$ cat src/rtl/core/ewpf_pkg.sv
// package for the exp weighted pair feature accumulator
// fixed point constants, widths, mode codes, the sequencer state type and the ring control struct; no dependencies
package ewpf_pkg;

  localparam int DistW  = 16;
  localparam int CoefW  = 16;
  localparam int AccW   = 48;
  localparam int TermW  = 35;
  localparam int ExpW   = 28;

  localparam logic signed [31:0] Log2eQ30 = 32'sd1549082005;
  localparam logic [26:0] PolyC3 = 27'd83908186;
  localparam logic [27:0] PolyC2 = 28'd242852024;
  localparam logic [29:0] PolyC1 = 30'd746848487;
  localparam logic [ExpW-1:0] ExpMax = '1;

  localparam logic [1:0] ModeLoad     = 2'd0;
  localparam logic [1:0] ModeAdd      = 2'd1;
  localparam logic [1:0] ModeAddEmit  = 2'd2;
  localparam logic [1:0] ModeEmit     = 2'd3;

  typedef enum logic [1:0] {
    StIdle,
    StIssue,
    StDrain,
    StEmit
  } seq_state_e;

  typedef struct packed {
    logic shift;
    logic add;
    logic clr;
  } ring_ctrl_t;

endpackage

$ cat src/rtl/core/ewpf_cell.sv
// one accumulator cell of the feature ring
// on a shift takes its neighbor's sum, optionally adds a term with saturation, or clears to zero; uses ewpf_pkg
module ewpf_cell import ewpf_pkg::*; (
  input  logic                   clk_i,
  input  logic                   rst_ni,
  input  ring_ctrl_t             ctrl_i,
  input  logic signed [AccW-1:0] prev_i,
  input  logic signed [TermW-1:0] term_i,
  output logic signed [AccW-1:0] sum_o
);

  logic signed [AccW-1:0] sum_q, sum_d;
  logic signed [AccW:0]   wide;

  always_comb begin
    wide = {prev_i[AccW-1], prev_i} + {{(AccW+1-TermW){term_i[TermW-1]}}, term_i};
    if (ctrl_i.clr) begin
      sum_d = '0;
    end else if (!ctrl_i.add) begin
      sum_d = prev_i;
    end else if (wide[AccW] != wide[AccW-1]) begin
      sum_d = wide[AccW] ? {1'b1, {(AccW-1){1'b0}}} : {1'b0, {(AccW-1){1'b1}}};
    end else begin
      sum_d = wide[AccW-1:0];
    end
  end

  always_ff @(posedge clk_i or negedge rst_ni) begin
    if (!rst_ni) begin
      sum_q <= '0;
    end else if (ctrl_i.shift) begin
      sum_q <= sum_d;
    end
  end

  assign sum_o = sum_q;

endmodule

$ cat config.mk
export PLATFORM = sky130hd
export DESIGN_NAME = ewpf_cell
export DESIGN_NICKNAME = d
export VERILOG_FILES = /design/src/rtl/core/ewpf_pkg.sv /design/src/rtl/core/ewpf_cell.sv
export SDC_FILE = /design/constraint.sdc
export NUM_CORES = 1
export LEC_CHECK = 0
export ABC_AREA = 0
export BUFFER_PORTS_ARGS = -buffer_cell sky130_fd_sc_hd__buf_2
export CAP_MARGIN = 15
export CORE_MARGIN = 2
export CORE_UTILIZATION = 55
export CTS_CLUSTER_SIZE = 28
export DETAILED_ROUTE_END_ITERATION = 8
export MAX_ROUTING_LAYER = met4
export PLACE_DENSITY = 0.83
export SLEW_MARGIN = 25
export SYNTH_ARGS = -nofsm -noshare
export SYNTH_HDL_FRONTEND = slang
export SYNTH_SLANG_ARGS = --single-unit
$ cat constraint.sdc
create_clock -name clk_i -period 1.9 [get_ports clk_i]
set_clock_uncertainty 0.2 [all_clocks]
set_input_delay 0.19 -clock clk_i [delete_from_list [all_inputs] [get_ports clk_i]]
set_output_delay 0.19 -clock clk_i [all_outputs]
set_load 0.02 [all_outputs]
==> metrics, run 1 <==
status aborted with a tool error; Failed at global routing; First Error [ERROR DPL-0038] Utilization greater than 100%, impossible to legalize; library cell used as clock root buffer sky130_fd_sc_hd__clkbuf_8; placed cells 987; starting utilization of the core area 0.5707; most used flip-flop cell after synthesis sky130_fd_sc_hd__dfrtp_1; area of the mapped netlist 5001 um^2; horizontal extent of the die 99.36 um; clock net sink count 48; row count 34; # port buffers 135; Synthesis Warnings 0; kind of pin the worst path terminates on register input; vertical die dimension 99.36 um; Seq cells post-synth 48; share of flip-flops with an asynchronous set or reset after synthesis 1.000; Post-DP HPWL 14400 um; number of flops mapped to enable cells by yosys 0; number of distinct library cells after synthesis 64; Post-Place Setup Slack -1.461 ns; mean area per synthesized cell 8.637 um^2; Post-Syn Nets 716; post-synthesis cell count 579; largest net degree at the start of global routing 49; Clock Tree Buf Depth 2; number of top-level pins 136; number of CTS-inserted buffers 5; global placer's final weighted congestion 1.012; number of H-tree levels 2; fraction of the yosys area taken by sequential cells 0.2402; Worst EP post-GRT repair sum_o[45]$_DFFE_PN0P_/D
==> synthesized netlist by cell type, types with 5 or more instances <==
cell                        number  area [um^2]
sky130_fd_sc_hd__a21o_1         35        262.8
sky130_fd_sc_hd__o21ai_1         6        30.03
sky130_fd_sc_hd__buf_6           9        101.4
sky130_fd_sc_hd__o22ai_1        44        275.3
sky130_fd_sc_hd__o21ai_0        21        105.1
sky130_fd_sc_hd__dfrtp_1        48         1201
sky130_fd_sc_hd__a31oi_1         8        50.05
sky130_fd_sc_hd__clkbuf_1       28        105.1
sky130_fd_sc_hd__o21bai_1        5        37.54
sky130_fd_sc_hd__nor2_1         29        108.9
sky130_fd_sc_hd__o2bb2ai_1      40        350.3
sky130_fd_sc_hd__a21oi_1        55        275.3
sky130_fd_sc_hd__nand2_1        36        135.1
sky130_fd_sc_hd__xor2_1         22        192.7
sky130_fd_sc_hd__inv_1          14        52.55
sky130_fd_sc_hd__ha_1           48        600.6
sky130_fd_sc_hd__nand3_1        12        60.06
sky130_fd_sc_hd__nor3_1         11        55.05
sky130_fd_sc_hd__o2bb2ai_2       5        75.07
sky130_fd_sc_hd__xnor2_1        21        183.9
sky130_fd_sc_hd__o21a_1          6        45.04
sky130_fd_sc_hd__nand4_1        15        93.84
==> kinds of logic after synthesis <==
kind of cell,count (synthesis),share of synthesized area
compound gates,261,0.3815
simple gates,124,0.1211
buf+inv,52,0.05279
fa+ha+maj,49,0.1241
flops,48,0.2402
xor+xnor,43,0.07531
mux,2,0.005003
==> metrics by stage <==
stage               hold slack [ns]  instance area, um^2
CTS                       0.0004309                 8346
global placement             0.1358                 7452
floorplan                   -0.3056                 5241
detailed placement           0.1535                 7452
==> what timing repair did <==
| action | CTS |
|---|---|
| setup endpoints to repair | 48 |
| pin swaps | 27 |
| endpoints found under the hold margin | 51 |
| gates cloned | 4 |
| hold buffers | 4 |
| buffers inserted | 22 |
| resized for setup | 78 |
==> inputs of run 2 (changes only) <==
--- a/config.mk
+++ b/config.mk
@@ -9,11 +9,9 @@
 export BUFFER_PORTS_ARGS = -buffer_cell sky130_fd_sc_hd__buf_2
 export CAP_MARGIN = 15
 export CORE_MARGIN = 2
-export CORE_UTILIZATION = 55
-export CTS_CLUSTER_SIZE = 28
+export CORE_UTILIZATION = 40
 export DETAILED_ROUTE_END_ITERATION = 8
-export MAX_ROUTING_LAYER = met4
-export PLACE_DENSITY = 0.83
+export PLACE_DENSITY_LB_ADDON = 0.15
 export SLEW_MARGIN = 25
 export SYNTH_ARGS = -nofsm -noshare
 export SYNTH_HDL_FRONTEND = slang
==> metrics, run 2 <==
count of routing violations after the opening detailed-route iteration 426; share of layout cells above drive strength 1 0.5634; Setup Viol. Count Final 48; most common cell in the synthesized netlist sky130_fd_sc_hd__a21oi_1; maximum fanout along the worst path 6; power share of the combinational group 0.587; largest net degree at the start of global routing 37; area of the mapped netlist 5001 um^2; Filler Cell Count 944; Seq cells post-synth 48; pin slew with the least headroom to its limit 0.6250 ns; final period utilization 1.525; Post-Route Utilization 0.7219; synth cell count leaders sky130_fd_sc_hd__a21oi_1, sky130_fd_sc_hd__dfrtp_1, sky130_fd_sc_hd__ha_1; status finished, violations left; clock period minus worst slack 2.898 ns; row count 40; vertical die dimension 115.8 um; global-route usage over all layers 0.2737; cells taking the most area after synthesis sky130_fd_sc_hd__dfrtp_1, sky130_fd_sc_hd__ha_1, sky130_fd_sc_hd__o2bb2ai_1; switching power share of the total 0.3992; Worst Slack Setup Final -0.9983 ns; post-placement cell area 7557 um^2; critical path launch point type primary input; via count 6084; fmax 345.0 MHz; CP Class primary input to flop; endpoint kind of the worst setup timing path flop; fraction of the yosys area taken by sequential cells 0.2402; Slew headroom 0.5834; Post-DP HPWL 13920 um; post-synthesis cell count 579; setup repair after global routing missed its margin true; share of total power in the clock network 0.171; worst vdd ir 0.4266 mV; number of nets in the layout 1059; power density cells 637.3 nW/um^2; number of top-level pins 136; Clock Tree Buf Depth 2; number of CTS-inserted buffers 5; number of distinct library cells after synthesis 64; clock slew seen by the registers of the worst setup and hold paths 0.08 ns; Synthesis Warnings 0; sequential power share 0.242; highest-count cells in the layout ignoring fill and taps sky130_fd_sc_hd__buf_4, sky130_fd_sc_hd__buf_2, sky130_fd_sc_hd__a21oi_1, sky130_fd_sc_hd__dfrtp_1, sky130_fd_sc_hd__a21o_1; most used flip-flop cell after synthesis sky130_fd_sc_hd__dfrtp_1; count of max-cap constraint violations 0; starting utilization of the core area 0.4129; Final Hold Slack -0.009413 ns; post-DR vias/cell 5.577; share of flip-flops with an asynchronous set or reset after synthesis 1.000; library cell used as clock root buffer sky130_fd_sc_hd__clkbuf_16; area of all placed cells without fillers 8743 um^2; flip-flop and latch area 1201 um^2; drt wl/cell 17.76 um; leak pwr 4.148 nW; Total Negative Setup Slacks -44.98 ns; area of the multi-input gates 4399 um^2; Antenna Violating Nets Remaining 0; commonest non-fill, non-tap cell in the layout sky130_fd_sc_hd__buf_4; number of H-tree levels 2; failing checks hold timing, setup timing; number of flops mapped to enable cells by yosys 0; net switching power figure 2.224 mW; global placer's final weighted congestion 0.9219; clock tree from TritonCTS built; share of the synthesized area in the top cell type 0.2402; Arr. time, crit path 2.89 ns; worst hold-check path type primary input to flop; largest area contributor in the synthesized netlist sky130_fd_sc_hd__dfrtp_1; overall overflow remaining after global route 0; global-route wire length before repair 29500 um; latest clock arrival within the worst-skew pair 0.29 ns; area enclosed by the die boundary 13410 um^2; count of inserted antenna diode cells 0; drt drc 0; clock net sink count 48; number of flip-flops under the largest register name 48; max-slew violation total from the final report 0; horizontal extent of the die 115.8 um; via count of the first global-routing pass 6163; core region area 12110 um^2; relative area change from synthesis to final layout 74.83%; mean area per synthesized cell 8.637 um^2; number of endpoints with negative hold slack in the final report 1; critical path required time 1.89 ns; # port buffers 135; initial antenna violation count 1; total iterations of the first detailed-routing run 5; P_int 3.348 mW; wire length reported by the detailed router 19380 um; minimum setup slack among reg-to-reg paths 0.94 ns; Post-Syn Nets 716
## run 2: cell counts after synthesis
No cell type changed its count.
## run 2: what timing repair did
item	CTS	global route
hold endpoints to repair	19	0
endpoints found under the setup margin	48	48
hold buffers	1	0
setup buffers	9	15
pin swaps	19	43
cloned	1	3
gates resized for setup	47	75
## run 2: power groups by stage
| stage | Combinational (mW) | Clock, mW | Sequential [mW] |
|---|---|---|---|
| floorplan | 1.33 | 0 | 1.58 |
| global placement | 2.70 | 0 | 1.35 |
| detailed placement | 2.74 | 0 | 1.35 |
| CTS | 2.92 | 0.960 | 1.34 |
| global route | 3.50 | 1.00 | 1.37 |
| finish | 3.27 | 0.953 | 1.35 |
## run 2: metrics by stage
| stage | setup slack, ns | power [mW] | instances |
|---|---|---|---|
| final | -0.9983 | 5.573 | 1091 |
| after global routing | -1.089 | 5.874 | 1091 |
| after CTS | -0.9625 | 5.219 | 1075 |
| after detailed placement | -1.377 | 4.091 | 1056 |
| after global placement | -1.277 | 4.047 | 1056 |
| after floorplan | -1.044 | 2.911 | 579 |
## run 2: final cells by class
type | count | share of cell area
Timing Repair Buffer | 374 | 0.3124
Tap cell | 168 | 0.02404
Multi-Input combinational cell | 479 | 0.5031
Sequential cell | 48 | 0.1374
Clock buffer | 6 | 0.01588
Inverter | 14 | 0.006010
Clock inverter | 2 | 0.001145
## run 2: kinds of logic (layout without fill, tap and decap cells)
family                   Yosys count  after routing  synth area share
AO/OA/AOI/OAI                    261            261            0.3815
XOR/XNOR                          43             43           0.07531
adder cells (fa/ha/maj)           49             49            0.1241
buffers and inverters             52            396           0.05279
flip-flops                        48             48            0.2402
multiplexers                       2              2          0.005003
AND/OR/NAND/NOR                  124            124            0.1211
## run 2: worst paths after layout
kind                                       start               endpoint  cells past startpoint
setup / recovery                      term_i[10]  sum_o[45]$_DFFE_PN0P_                     15
hold / removal                        prev_i[22]  sum_o[22]$_DFFE_PN0P_                      3
setup reg to reg           sum_o[46]$_DFFE_PN0P_  sum_o[46]$_DFFE_PN0P_                      2
hold reg to reg            sum_o[28]$_DFFE_PN0P_  sum_o[28]$_DFFE_PN0P_                      1
max in group asynchronous                 rst_ni  sum_o[42]$_DFFE_PN0P_                      3
min in group asynchronous                 rst_ni  sum_o[22]$_DFFE_PN0P_                      2
## run 2: critical path: stages
cell                        delay (ns)
sky130_fd_sc_hd__buf_2            0.12
sky130_fd_sc_hd__ha_4             0.24
sky130_fd_sc_hd__a211oi_4         0.29
sky130_fd_sc_hd__o21ai_2          0.14
sky130_fd_sc_hd__a2111oi_4        0.39
sky130_fd_sc_hd__o31ai_4          0.13
sky130_fd_sc_hd__a21oi_2          0.20
sky130_fd_sc_hd__o211ai_2         0.14
sky130_fd_sc_hd__buf_6            0.16
sky130_fd_sc_hd__or2_4            0.24
sky130_fd_sc_hd__a31oi_4          0.16
sky130_fd_sc_hd__buf_12           0.15
sky130_fd_sc_hd__buf_8            0.13
sky130_fd_sc_hd__buf_12           0.13
sky130_fd_sc_hd__o2bb2ai_4        0.06
## run 2: metal layers
metal	track usage	vias up	wire [um]
li1	-	2911	-
met1	0.3609	2903	8669
met2	0.4678	236	9328
met3	0.03975	32	1026
met4	0.07778	2	337
met5	0	-	13
Note: power is estimated with default switching activity, not from simulation.
==> inputs of run 3 (changes only) <==
--- a/config.mk
+++ b/config.mk
@@ -6,11 +6,11 @@
 export NUM_CORES = 1
 export LEC_CHECK = 0
 export ABC_AREA = 0
-export BUFFER_PORTS_ARGS = -buffer_cell sky130_fd_sc_hd__buf_2
 export CAP_MARGIN = 15
 export CORE_MARGIN = 2
 export CORE_UTILIZATION = 40
 export DETAILED_ROUTE_END_ITERATION = 8
+export DONT_BUFFER_PORTS = 1
 export PLACE_DENSITY_LB_ADDON = 0.15
 export SLEW_MARGIN = 25
 export SYNTH_ARGS = -nofsm -noshare
==> metrics, run 3 (synthesis results as in run 2) <==
global-route usage over all layers 0.2721; overall overflow remaining after global route 0; number of H-tree levels 2; detailed route wirelength on metal3 1034 um; number of flip-flops under the largest register name 48; count of inserted antenna diode cells 0; power density cells 658.1 nW/um^2; clock slew seen by the registers of the worst setup and hold paths 0.07 ns; Clock Tree Buf Depth 2; starting utilization of the core area 0.4129; via count 5528; clock tree from TritonCTS built; highest routed metal layer met4; number of nets in the layout 934; drt drc 0; number of endpoints with negative hold slack in the final report 41; highest-count cells in the layout ignoring fill and taps sky130_fd_sc_hd__buf_4, sky130_fd_sc_hd__dlygate4sd3_1, sky130_fd_sc_hd__a21oi_1, sky130_fd_sc_hd__dfrtp_1, sky130_fd_sc_hd__ha_1; global placer's final weighted congestion 0.9268; Arr. time, crit path 2.76 ns; commonest non-fill, non-tap cell in the layout sky130_fd_sc_hd__buf_4; Total Negative Setup Slacks -40.56 ns; Worst Slack Setup Final -0.8946 ns; via count of the first global-routing pass 5815; setup repair after global routing missed its margin true; Post-DP HPWL 12840 um; max-slew violation total from the final report 0; initial antenna violation count 0; clock period minus worst slack 2.795 ns; wire length reported by the detailed router 18310 um; pin slew with the least headroom to its limit 0.7489 ns; Filler Cell Count 1008; critical path required time 1.86 ns; failing checks hold timing, setup timing; hold buffers post-CTS 54; count of routing violations after the opening detailed-route iteration 266; post-DR vias/cell 5.723; global-route wire length before repair 29020 um; library cell used as clock root buffer sky130_fd_sc_hd__clkbuf_16; post-placement cell area 6589 um^2; clock net sink count 48; area of all placed cells without fillers 8001 um^2; final period utilization 1.471; row count 40; maximum fanout along the worst path 12; core region area 12110 um^2; number of top-level pins 136; leak pwr 3.548 nW; # port buffers 0; worst vdd ir 0.3742 mV; endpoint kind of the worst setup timing path flop; power consumption 5.266 mW; fmax 357.8 MHz; detailed-routing wirelength on met1 8252 um; count of max-cap constraint violations 0; routed length on met2 8518 um; area enclosed by the die boundary 13410 um^2; largest net degree at the start of global routing 54; Antenna Violating Nets Remaining 0; CP Class primary input to flop; horizontal extent of the die 115.8 um; number of CTS-inserted buffers 5; vertical die dimension 115.8 um; Final Hold Slack -0.08464 ns; total iterations of the first detailed-routing run 5; Setup Viol. Count Final 48; drt wl/cell 18.96 um; critical path launch point type primary input; status finished, violations left; latest clock arrival within the worst-skew pair 0.30 ns; share of layout cells above drive strength 1 0.3985; Slew headroom 0.5008; relative area change from synthesis to final layout 59.99%; worst hold-check path type primary input to flop
run 3: cell count changes in the layout (fill, tap and decap cells not counted), moves of 6 or more:
| cell | previous run | this run |
|---|---|---|
| sky130_fd_sc_hd__dlygate4sd3_1 | 1 | 53 |
| sky130_fd_sc_hd__buf_2 | 127 | 0 |
| sky130_fd_sc_hd__o2bb2ai_1 | 9 | 16 |
| sky130_fd_sc_hd__ha_1 | 31 | 37 |
| sky130_fd_sc_hd__buf_4 | 217 | 180 |
| sky130_fd_sc_hd__buf_6 | 13 | 7 |
run 3: worst paths after layout:
kind	start	endpoint	slack, ns	cells after the start
worst max-delay path	term_i[0]	sum_o[42]$_DFFE_PN0P_	-0.89	14
worst min-delay path	ctrl_i[1]	sum_o[28]$_DFFE_PN0P_	-0.08	2
worst max register to register	sum_o[47]$_DFFE_PN0P_	sum_o[47]$_DFFE_PN0P_	0.79	1
worst min register to register	sum_o[27]$_DFFE_PN0P_	sum_o[27]$_DFFE_PN0P_	0.43	1
max in group asynchronous	rst_ni	sum_o[42]$_DFFE_PN0P_	0.99	2
min in group asynchronous	rst_ni	sum_o[18]$_DFFE_PN0P_	0.26	2
run 3: where the power goes:
part | internal, mW | switching [mW] | total [mW] | leakage [nW]
clock | 0.695 | 0.428 | 1.12 | 0.0901
combinational | 1.35 | 1.18 | 2.53 | 2.86
sequential | 1.21 | 0.408 | 1.61 | 0.601
total | 3.25 | 2.02 | 5.27 | 3.55
run 3: area by class of cell:
class                   instances  area [um^2]  share of cell area
well taps                     168        210.2             0.02627
clock inverters                 1        30.03            0.003753
flip-flops and latches         48         1201              0.1501
clock buffers                   7        152.6             0.01908
multi-input cells             479         4197              0.5245
inverters                      14        52.55            0.006568
repair buffers                249         2158              0.2697
run 3: through the flow:
step                      utilization  std cells  setup WS (ns)
after floorplan                     -        579         -1.044
after CTS                      0.6423        961        -0.8942
after detailed placement       0.5440        882         -1.392
after global placement         0.5440        882         -1.228
final                          0.6606        966        -0.8946
after global routing           0.6606        966         -1.019
run 3: worst max-delay path, stage by stage:
cell	delay (ns)
sky130_fd_sc_hd__ha_4	0.14
sky130_fd_sc_hd__fa_2	0.34
sky130_fd_sc_hd__a21o_1	0.19
sky130_fd_sc_hd__a221oi_2	0.31
sky130_fd_sc_hd__o21ai_2	0.15
sky130_fd_sc_hd__a21oi_4	0.19
sky130_fd_sc_hd__o31ai_4	0.11
sky130_fd_sc_hd__a21oi_2	0.21
sky130_fd_sc_hd__buf_4	0.14
sky130_fd_sc_hd__o21a_1	0.16
sky130_fd_sc_hd__o21ai_4	0.08
sky130_fd_sc_hd__buf_12	0.16
sky130_fd_sc_hd__nor4b_4	0.26
sky130_fd_sc_hd__o32ai_2	0.10
run 3: layer usage:
| metal | GRT usage | vias to the layer above |
|---|---|---|
| li1 | - | 2681 |
| met1 | 0.3553 | 2631 |
| met2 | 0.4577 | 178 |
| met3 | 0.05073 | 38 |
| met4 | 0.08413 | 0 |
| met5 | 0 | - |
run 3: what timing repair did:
| item | in CTS | in global routing |
|---|---|---|
| endpoints found under the setup margin | 48 | 48 |
| endpoints found under the hold margin | 94 | 41 |
| cloned | 2 | 0 |
| pin swaps | 19 | 20 |
| resized for setup | 43 | 29 |
| setup buffers | 15 | 6 |
